--- config.mk ---
export PLATFORM = sky130hd
export DESIGN_NAME = tldmc_ctrl
export DESIGN_NICKNAME = d
export VERILOG_FILES = /design/src/rtl/core/tldmc_pkg.sv /design/src/rtl/core/tldmc_ctrl.sv
export VERILOG_INCLUDE_DIRS = /design/src /design/src/rtl/core
export SDC_FILE = /design/constraint.sdc
export NUM_CORES = 1
export LEC_CHECK = 0
export ABC_AREA = 0
export BUFFER_PORTS_ARGS = -buffer_cell sky130_fd_sc_hd__buf_2
export CAP_MARGIN = 20
export CORE_MARGIN = 4
export CORE_UTILIZATION = 47
export DETAILED_ROUTE_END_ITERATION = 12
export MAX_ROUTING_LAYER = met4
export PLACE_DENSITY = 0.84
export SYNTH_ARGS = -nofsm -noshare
export SYNTH_HDL_FRONTEND = slang
export SYNTH_SLANG_ARGS = --single-unit
export TNS_END_PERCENT = 5
--- constraint.sdc ---
create_clock -name clk -period 1.9 [get_ports clk]
set_clock_uncertainty 0.05 [all_clocks]
set_input_delay 0.38 -clock clk [delete_from_list [all_inputs] [get_ports clk]]
set_output_delay 0.38 -clock clk [all_outputs]
set_load 0.01 [all_outputs]
--- src/rtl/core/two_level_direct_mapped_cache_unit_defines.svh ---
// assertion macros for the two-level cache unit
// used by modules that check their own control logic; needs clk and rst in scope
`ifndef TWO_LEVEL_DIRECT_MAPPED_CACHE_UNIT_DEFINES_SVH
`define TWO_LEVEL_DIRECT_MAPPED_CACHE_UNIT_DEFINES_SVH

// same-cycle implication
`define TLDMC_ASSERT_IMP(label, ante, cons, msg) \
  label: assert property (@(posedge clk) disable iff (rst) (ante) |-> (cons)) else $error(msg);

// next-cycle implication
`define TLDMC_ASSERT_NXT(label, ante, cons, msg) \
  label: assert property (@(posedge clk) disable iff (rst) (ante) |=> (cons)) else $error(msg);

`endif

--- src/rtl/core/tldmc_pkg.sv ---
// shared types and constants for the two-level cache unit
// no dependencies
package tldmc_pkg;

  localparam int CFG_IDX_W  = 3;
  localparam int CFG_DATA_W = 10;
  localparam int COST_W     = 16;

  localparam logic [CFG_IDX_W-1:0] REG_L1_RD   = 3'd0;
  localparam logic [CFG_IDX_W-1:0] REG_L1_WR   = 3'd1;
  localparam logic [CFG_IDX_W-1:0] REG_L2_RD   = 3'd2;
  localparam logic [CFG_IDX_W-1:0] REG_L2_WR   = 3'd3;
  localparam logic [CFG_IDX_W-1:0] REG_DRAM_RD = 3'd4;
  localparam logic [CFG_IDX_W-1:0] REG_DRAM_WR = 3'd5;

  typedef enum logic [2:0] {
    CP_L2_DRAM,
    CP_DRAM_L2,
    CP_L2_TMP,
    CP_L1_L2,
    CP_TMP_L1
  } cp_kind_t;

  typedef struct packed {
    logic     latch;
    logic     l1_eval;
    logic     op_set;
    logic     op_victim;
    logic     l2_eval;
    logic     cp_start;
    cp_kind_t cp_kind;
    logic     word_go;
    logic     resp_load;
  } cmd_t;

  typedef struct packed {
    logic clearing;
    logic l1_hit;
    logic l1_vdirty;
    logic l2_hit;
    logic l2_vdirty;
    logic op_victim;
    logic cp_done;
    logic out_free;
  } status_t;

endpackage

--- src/rtl/core/tldmc_ctrl.sv ---
// controller state machine sequencing lookups, block copies and the result
// depends on tldmc_pkg and the assertion macro header
`include "two_level_direct_mapped_cache_unit_defines.svh"

module tldmc_ctrl (
  input  logic               clk,
  input  logic               rst,
  input  logic               in_valid,
  output logic               in_ready,
  input  tldmc_pkg::status_t st,
  output tldmc_pkg::cmd_t    cmd
);

  typedef enum logic [3:0] {
    IDLE,
    L1_RD,
    L1_EV,
    L2_RD,
    L2_EV,
    COPY,
    OP_VICT,
    WORD,
    RESP
  } state_t;

  state_t               state, state_next;
  logic                 cp_start;
  tldmc_pkg::cp_kind_t  cp_kind, cp_kind_next;
  logic                 go_copy;

  assign in_ready = (state == IDLE) && !st.clearing;

  always_comb begin
    state_next   = state;
    cp_kind_next = cp_kind;
    go_copy      = 1'b0;
    unique case (state)
      IDLE:    if (in_valid && in_ready) state_next = L1_RD;
      L1_RD:   state_next = L1_EV;
      L1_EV:   state_next = st.l1_hit ? WORD : L2_RD;
      L2_RD:   state_next = L2_EV;
      L2_EV: begin
        go_copy = 1'b1;
        if (st.l2_vdirty) begin
          cp_kind_next = tldmc_pkg::CP_L2_DRAM;
        end else if (!st.l2_hit && !st.op_victim) begin
          cp_kind_next = tldmc_pkg::CP_DRAM_L2;
        end else if (st.op_victim) begin
          cp_kind_next = tldmc_pkg::CP_L1_L2;
        end else begin
          cp_kind_next = tldmc_pkg::CP_L2_TMP;
        end
      end
      COPY: begin
        if (st.cp_done) begin
          unique case (cp_kind)
            tldmc_pkg::CP_L2_DRAM: begin
              go_copy      = 1'b1;
              cp_kind_next = st.op_victim ? tldmc_pkg::CP_L1_L2 : tldmc_pkg::CP_DRAM_L2;
            end
            tldmc_pkg::CP_DRAM_L2: begin
              go_copy      = 1'b1;
              cp_kind_next = tldmc_pkg::CP_L2_TMP;
            end
            tldmc_pkg::CP_L2_TMP: begin
              if (st.l1_vdirty) begin
                state_next = OP_VICT;
              end else begin
                go_copy      = 1'b1;
                cp_kind_next = tldmc_pkg::CP_TMP_L1;
              end
            end
            tldmc_pkg::CP_L1_L2: begin
              go_copy      = 1'b1;
              cp_kind_next = tldmc_pkg::CP_TMP_L1;
            end
            tldmc_pkg::CP_TMP_L1: state_next = WORD;
            default: state_next = IDLE;
          endcase
        end
      end
      OP_VICT: state_next = L2_RD;
      WORD:    state_next = RESP;
      RESP:    if (st.out_free) state_next = IDLE;
      default: state_next = IDLE;
    endcase
    if (go_copy) begin
      state_next = COPY;
    end
  end

  always_ff @(posedge clk) begin
    if (rst) begin
      state    <= IDLE;
      cp_start <= 1'b0;
      cp_kind  <= tldmc_pkg::CP_L2_TMP;
    end else begin
      state    <= state_next;
      cp_start <= go_copy;
      cp_kind  <= cp_kind_next;
    end
  end

  always_comb begin
    cmd.latch     = in_valid && in_ready;
    cmd.l1_eval   = (state == L1_EV);
    cmd.op_set    = (state == L1_EV) || (state == OP_VICT);
    cmd.op_victim = (state == OP_VICT);
    cmd.l2_eval   = (state == L2_EV);
    cmd.cp_start  = cp_start;
    cmd.cp_kind   = cp_kind;
    cmd.word_go   = (state == WORD);
    cmd.resp_load = (state == RESP) && st.out_free;
  end

  `TLDMC_ASSERT_IMP(a_no_accept_in_clear, st.clearing, !cmd.latch, "item taken during clear")
  `TLDMC_ASSERT_IMP(a_done_in_copy, st.cp_done, state == COPY, "copy ended outside copy state")
  `TLDMC_ASSERT_NXT(a_accept_to_lookup, cmd.latch, state == L1_RD, "accept did not start lookup")
  `TLDMC_ASSERT_IMP(a_start_in_copy, cp_start, state == COPY, "copy started outside copy state")

endmodule

==> summary.txt, run 1 <==
Floorplan
  • Die area: roughly 0.002 sq mm
  • Die W: ~45 um
  • Die height: 44.8 um
  • Initial Util: 0.536
  • Core box area: between 0.001 and 0.0015 sq mm
  • # IOs: 23
  • Cell Rows: 12

Timing
  • Slew HR: 0.697
  • RSZ-0062 raised after global routing: no
  • Final hold vios: 0
  • Tightest Pin Transition: 454 ps
  • Period utilization: 0.948
  • Slew Limit Fails: 0
  • Max frequency: 555 MHz
  • Final setup vio count: 0
  • Setup TNS: 0 ps
  • Final min period: 1800 ps

CTS
  • Worst skew pair latency: around 250 ps
  • CTS tree: done
  • Clock root cell: clkbuf_4
  • Clock Tree Buf Depth: 2
  • Htree depth: 1
  • TritonCTS Sinks: 8
  • Total CTS buffers: 3
  • Clk slew on worst S/H paths: 50 ps
  • Postcts setup bufs: 0

Drt
  • Routed WL: 1440 um
  • First-pass detailed-route iteration total: 4
  • ANT nets after route: 0
  • Vias: 633
  • DR WL/cell: 12.6 um
  • Vias/cell: 5.55
  • Initial DRC Count: 6
  • DRC Markers: 0

Synthesis
  • Post-synth EDFFs: 0
  • Yosys warns: 0
  • Post-Syn Area: 636 sq um
  • Yosys cell types: 33
  • Gate Count Post-Synth: 80
  • Post-synthesis sequential area ratio: 0.252
  • Avg Cell Area, Syn: around 7.9 sq um
  • Synth Flop Type: dfxtp_1
  • Seq cells post-synth: 8
  • Async set-reset flop share out of synthesis: 0
  • Synth Net Count: between 90 and 100

Global routing
  • Vias in the first global route: 552
  • First-pass GRT wire length: around 2400 um
  • Overflow left after global routing: 0
  • GR Util All Layers: 0.160
  • Initial antenna violation count: 0
  • Largest net degree at the start of global routing: 13

Critical path
  • CP required: 1470 ps
  • Worst setup path startpoint: state[0]
  • Startpoint types: flop
  • CP max FO: 12
  • Reg-to-Reg Start: cp_kind[2]
  • Setup CP Type: reg -> out
  • Crit end category: output pin
  • Arr. time, crit path: 1370 ps

Status
  • Status: finished, final reports clean

Final layout
  • Area Growth Syn to Fin: 19.7%
  • Fraction of layout cells with a size suffix above 1: 0.340
  • Filler cell count: 112
  • Fin area: 761 sq um
  • Seq. cell area: between 150 and 200 sq um
  • N_diodes: 0
  • # nets final: around 110
  • Footprint of the multi-input gates: 434 sq um

Job
  • Max_cap viols: 0

Placement
  • PortBufs: 22
  • Dpl cell area: 737 sq um
  • Post-DP HPWL: around 1100 um
  • Placer congestion estimate: 0.830

Pwr
  • Pwr/cell area: 1080 mW/mm^2
  • Pleak: 0.335 nW
  • Peak VDD IR: 576 uV

Min path
  • Worst min path class: in -> reg
  • Min-delay src: rst
## stage by stage
stage | hold slack, ps | util | total power, W | worst slack (ps) | cells
6_report | 347 | 0.641 | 0.000823 | 99.2 | 114
3_5_place_dp | 505 | 0.621 | 0.000700 | 285 | 111
3_3_place_gp | 494 | 0.621 | 0.000691 | 316 | 111
5_1_grt | 348 | 0.641 | 0.000891 | 36.5 | 114
4_1_cts | 337 | 0.640 | 0.000829 | 18.7 | 114
2_1_floorplan | 399 | - | 0.000614 | 336 | 80
## cell usage after synthesis (2+ instances only)
cell | n | area [sq um]
a211o_1 | 3 | 26.3
a21oi_1 | 5 | 25.0
a31oi_1 | 2 | 12.5
buf_2 | 3 | 15.0
buf_4 | 2 | 15.0
dfxtp_1 | 8 | 160
nand2_1 | 8 | 30.0
nand2b_1 | 3 | 18.8
nand2b_4 | 2 | 27.5
nor2_1 | 9 | 33.8
nor2b_1 | 3 | 18.8
nor3_1 | 7 | 35.0
o21a_1 | 2 | 15.0
o21ai_0 | 4 | 20.0
## timing repair
action                     in CTS  in global routing
hold buffers                    0                  0
setup endpoints to repair       0                  2
resized for setup               0                  1
## layout by cell type, fill, tap and decap left out, types with 2 or more instances in the layout
| cell | count |
|---|---|
| nand2b_1 | 3 |
| nor2b_1 | 3 |
| clkbuf_4 | 3 |
| nand2_1 | 8 |
| nand2b_4 | 2 |
| o21a_1 | 2 |
| dfxtp_1 | 7 |
| a211o_1 | 3 |
| nor3_1 | 7 |
| nor2_1 | 9 |
| o21ai_0 | 4 |
| a31oi_1 | 2 |
| buf_2 | 22 |
| a21oi_1 | 5 |
## state kept, by name (all words and copies together) (netlist names)
signal	count
cp_kind	3
cp_start	1
state	4
## per-layer routing
metal / vias to the layer above / part of all wire / wire, um / track usage
li1: 333 / - / - / -
met1: 287 / 0.47 / 683 / 0.216
met2: 11 / 0.48 / 684 / 0.235
met3: 2 / 0.044 / 63 / 0.0239
met4: 0 / 0.0042 / 6 / 0.0702
met5: - / 0 / 0 / -
## kinds of logic (layout without fill, tap and decap cells)
kind of cell    count (synthesis)  count (layout)  share of synthesized area
buf+inv                         8              28                     0.0649
compound gates                 21              21                      0.260
flops                           8               8                      0.252
mux                             2               2                     0.0335
xor+xnor                        1               1                     0.0138
simple gates                   40              40                      0.376
## critical path, cell delays in order, from the launching register on
cell	delay (ps)
dfxtp_2	390
or3_1	440
nor3_1	140
buf_2	160
## power by group
| part | leakage (nW) | internal (W) | total (W) | switching [W] |
|---|---|---|---|---|
| sequential | 0.0655 | 0.000207 | 0.000293 | 0.0000857 |
| combinational | 0.256 | 0.000197 | 0.000407 | 0.000210 |
| clock | 0.0138 | 0.0000719 | 0.000124 | 0.0000517 |
| total | 0.335 | 0.000476 | 0.000823 | 0.000348 |
## worst paths after layout
kind	end	slack (ps)	cells past startpoint
max	in_ready	100	3
min	state[1]	350	2
max reg2reg	state[1]	290	4
min reg2reg	cp_kind[0]	510	2
## area by class of cell
class,count,share of cell area
multi-input cells,64,0.571
inverters,2,0.00987
flip-flops and latches,8,0.212
clock buffers,3,0.0296
repair buffers,23,0.155
well taps,14,0.0230
Power figures use the tool's default switching activity.
==> run 2, diff against run 1 <==
--- a/config.mk
+++ b/config.mk
@@ -13,7 +13,7 @@
 export CORE_UTILIZATION = 47
 export DETAILED_ROUTE_END_ITERATION = 12
 export MAX_ROUTING_LAYER = met4
-export PLACE_DENSITY = 0.84
+export PLACE_DENSITY_LB_ADDON = 0.1
 export SYNTH_ARGS = -nofsm -noshare
 export SYNTH_HDL_FRONTEND = slang
 export SYNTH_SLANG_ARGS = --single-unit
==> summary.txt, run 2 (synthesis results as in run 1) <==
Critical path
  • CP required: between 1000 and 1500 ps
  • CP max FO: 12
  • R2R setup slack: around 300 ps
  • R2R cell count: 4
  • Setup CP Type: reg -> out
  • Startpoint types: flop
  • Crit end category: output pin
  • Arr. time, crit path: ~1400 ps

Final layout
  • Max reg flops: 4
  • Most frequent cells in the layout: 22 x buf_2, 9 x nor2_1, 8 x nand2_1
  • Fin area: 761 sq um
  • # nets final: 113
  • Most common cell after layout, fill and taps aside: buf_2
  • Biggest regs: state (4), cp_kind (3), cp_start (1)
  • Reg with most FFs: state
  • Final design utilization: 0.641
  • Fraction of layout cells with a size suffix above 1: 0.340
  • Area Growth Syn to Fin: 19.7%
  • N_diodes: 0

Pwr
  • Pleak: 0.335 nW
  • Sequential share of power: 0.354
  • Logic pwr share: 0.494
  • Sw Share: 0.430
  • Internal power: 0.000476 W
  • Clock share of power: 0.151
  • P_sw: 0.000359 W
  • Peak VDD IR: 720 uV
  • Pwr/cell area: 1100 mW/mm^2

CTS
  • Clk slew on worst S/H paths: 60 ps
  • Clock Tree Buf Depth: 2
  • Htree depth: 1
  • Total CTS buffers: 3
  • Worst skew pair latency: approximately 250 ps
  • Clock root cell: clkbuf_4
  • Hold_buf cts: 0
  • CTS tree: done
  • TritonCTS Sinks: 8
  • Postcts setup bufs: 0

Timing
  • Worst hold slack: 351 ps
  • Period utilization: 0.950
  • Max frequency: between 500 and 600 MHz
  • Slew HR: 0.705
  • Final min period: 1810 ps
  • Setup TNS: 0 ps
  • Final setup vio count: 0
  • Final hold vios: 0
  • Slew Limit Fails: 0
  • Tightest Pin Transition: between 400 and 500 ps
  • RSZ-0062 raised after global routing: no

Min path
  • Worst min path class: in -> reg
  • Hold path depth: 2

Drt
  • Vias: 637
  • DRC Markers: 0
  • First-pass detailed-route iteration total: 4
  • Initial DRC Count: 13
  • ANT nets after route: 0
  • Vias/cell: 5.59
  • Routed WL: 1530 um
  • DR WL/cell: 13.4 um

Placement
  • Post-DP HPWL: around 1200 um
  • PortBufs: 22
  • Dpl cell area: 737 sq um
  • Placer congestion estimate: 0.824

Global routing
  • Largest net degree at the start of global routing: 13
  • GR Util All Layers: 0.158
  • Initial antenna violation count: 0
  • Vias in the first global route: 518
  • Overflow left after global routing: 0
  • First-pass GRT wire length: 2350 um

Floorplan
  • Cell Rows: 12
  • # IOs: 23
  • Die height: approximately 45 um
  • Initial Util: 0.536
  • Die W: between 40 and 50 um
  • Core box area: 0.00119 sq mm
  • Die area: 0.00200 sq mm

Job
  • Max_cap viols: 0

Status
  • Status: finished, final reports clean
[run 2: cell counts in the layout (fill, tap and decap cells not counted)]
Identical to the previous run, type by type.
[run 2: worst max-delay path, stage by stage (launching register included)]
cell	delay, ps
dfxtp_2	390
or3_1	440
nor3_1	140
buf_2	160
[run 2: worst paths after layout]
| check | startpoint | endpoint |
|---|---|---|
| worst max register to register | state[2] | cp_kind[0] |
| worst min-delay path | rst | cp_kind[0] |
| worst max-delay path | state[0] | in_ready |
| worst min register to register | cp_kind[0] | cp_kind[0] |
[run 2: repair_timing]
action / in CTS / in global routing
gates resized for setup: 0 / 1
endpoints found under the setup margin: 0 / 2
hold endpoints to repair: 0 / 0
[run 2: metrics by stage]
step / std cells / worst slack (ps) / total power [W]
detailed placement: 111 / 295 / 0.000704
CTS: 114 / 10.6 / 0.000835
finish: 114 / 94.5 / 0.000835
global route: 114 / 2.51 / 0.000904
global placement: 111 / 308 / 0.000697
floorplan: 80 / 336 / 0.000614
[run 2: power groups by stage]
stage	Clock, W	Sequential, W	Combinational (W)
floorplan	0	0.000233	0.000380
global placement	0	0.000292	0.000405
detailed placement	0	0.000294	0.000411
CTS	0.000130	0.000292	0.000414
global route	0.000140	0.000305	0.000460
finish	0.000126	0.000296	0.000413
[run 2: metal layers]
metal	part of all wire	vias to the layer above	GRT usage
met5	0	-	-
met4	0.0052	0	0.0526
met3	0.066	2	0.0239
met2	0.44	17	0.221
met1	0.49	286	0.229
li1	-	332	-
[run 2: final cells by class]
type / count / area, sq um
Clock buffer: 3 / 22.5
Fill cell: 111 / 425
Inverter: 2 / 7.51
Multi-Input combinational cell: 64 / 434
Sequential cell: 8 / 161
Tap cell: 14 / 17.5
Timing Repair Buffer: 23 / 118
==> run 3, diff against run 2 <==
--- a/config.mk
+++ b/config.mk
@@ -14,6 +14,7 @@
 export DETAILED_ROUTE_END_ITERATION = 12
 export MAX_ROUTING_LAYER = met4
 export PLACE_DENSITY_LB_ADDON = 0.1
+export SETUP_SLACK_MARGIN = 0.1
 export SYNTH_ARGS = -nofsm -noshare
 export SYNTH_HDL_FRONTEND = slang
 export SYNTH_SLANG_ARGS = --single-unit
==> summary.txt, run 3 (synthesis results as in run 1) <==
Pwr
  • Pwr/cell area: ~1100 mW/mm^2
  • Peak VDD IR: about 700 uV
  • Pleak: 0.352 nW
  • PnR Total Power: around 0.00090 W

Critical path
  • CP max FO: 10
  • Slowest CP cell: or3_4
  • Reg-to-Reg End: state[1]
  • Arr. time, crit path: 1320 ps
  • R2R setup slack: 280 ps
  • Startpoint types: flop
  • CP Cell Sequence: or3_4, nor3_1, buf_2
  • Largest stage delay on the critical path: roughly 400 ps
  • Buf/Inv on CP: 1
  • CP required: 1470 ps
  • Reg-to-Reg Start: cp_kind[2]
  • Crit end category: output pin
  • Delay-heaviest family, CP: simple AND/OR/NAND/NOR gates
  • R2R cell count: 4
  • Setup CP Type: reg -> out

Drt
  • DR WL/cell: 13.8 um
  • DRC Markers: 0
  • Vias/cell: 5.88
  • Routed WL: 1620 um
  • ANT nets after route: 0
  • Initial DRC Count: 18
  • Vias: 688
  • First-pass detailed-route iteration total: 5

CTS
  • Worst skew pair latency: 250 ps
  • Clock root cell: clkbuf_4
  • TritonCTS Sinks: 8
  • Hold_buf cts: 0
  • Clk slew on worst S/H paths: 60 ps
  • Clock Tree Buf Depth: 2
  • Total CTS buffers: 3
  • Htree depth: 1
  • CTS tree: done

Timing
  • RSZ-0062 raised after global routing: no
  • Final setup vio count: 0
  • Final hold vios: 0
  • Final min period: 1750 ps
  • Slew HR: 0.706
  • Slew Limit Fails: 0
  • Period utilization: 0.919
  • Max frequency: roughly 570 MHz
  • Tightest Pin Transition: 441 ps
  • Setup TNS: 0 ps

Status
  • Status: finished, final reports clean

Final layout
  • Most frequent cells in the layout: 22 x buf_2, 9 x nor2_1, 8 x nand2_1
  • Reg with most FFs: state
  • Biggest regs: state (4), cp_kind (3), cp_start (1)
  • Max reg flops: 4
  • N_diodes: 0
  • Area Growth Syn to Fin: 25.4%
  • Fraction of layout cells with a size suffix above 1: 0.408
  • # nets final: ~120
  • Seq. cell area: 168 sq um
  • Most common cell after layout, fill and taps aside: buf_2
  • Filler cell count: 104
  • Footprint of the multi-input gates: between 400 and 500 sq um

Floorplan
  • Core box area: about 0.0012 sq mm
  • Initial Util: 0.536
  • Die height: 44.8 um
  • Die area: 0.00200 sq mm
  • Cell Rows: 12
  • Die W: 44.8 um
  • # IOs: 23

Min path
  • Min-delay src: rst
  • Hold endpoint: state[1]
  • Hold path depth: 2
  • Worst min path class: in -> reg

Placement
  • PortBufs: 22
  • Placer congestion estimate: 0.824
  • Post-DP HPWL: 1160 um

Global routing
  • Overflow left after global routing: 0
  • First-pass GRT wire length: 2430 um
  • GR Util All Layers: 0.163
  • Largest net degree at the start of global routing: 13
  • Vias in the first global route: 533
  • Initial antenna violation count: 0

Job
  • Max_cap viols: 0
## run 3: how the worst max path moves through the flow
stage                           from       end  slack (ps)  cells after the start
final                       state[0]  in_ready         150                      3
after global placement      state[0]  in_ready         310                      3
after detailed placement    state[0]  in_ready         300                      3
after global routing      cp_kind[2]  state[1]          90                      4
after CTS                   state[0]  in_ready         120                      3
after floorplan             state[0]  in_ready         340                      3
## run 3: what timing repair did
item                       CTS  global route
gates resized for setup      2             5
setup endpoints to repair    3             3
setup buffers                0             3
## run 3: final cells by class
cell class                 count  share of cell area
multi-input combinational     64               0.554
inverter                       2             0.00942
tap                           14              0.0220
sequential                     8               0.210
timing repair buffer          26               0.176
clock buffer                   3              0.0283
## run 3: per-layer routing
layer	vias to the layer above	global-route usage	wire (um)
li1	342	-	-
met1	323	0.234	751
met2	19	0.232	744
met3	4	0.0239	95
met4	0	0.0526	23
met5	-	-	0
## run 3: power by group
part           internal (W)  switching, W
sequential         0.000214     0.0000829
clock             0.0000720     0.0000535
combinational      0.000241      0.000238
total              0.000527      0.000374
## run 3: stage by stage
stage	cell area (sq um)	util	worst slack [ps]	hold slack, ps	std cells
after global routing	797	0.672	90.5	352	117
after floorplan	636	-	336	399	80
after detailed placement	737	0.621	295	511	111
after global placement	737	0.621	308	506	111
final	797	0.672	154	341	117
after CTS	766	0.646	118	341	114
## run 3: worst reg2reg max path: cells and delay by family (launching register included)
family | cells | cell delay, ps
DFF | 1 | 480
and+or+nand+nor | 1 | 80
AOI/OAI and AO/OA | 2 | 680
xor gates and xnor gates | 1 | 240
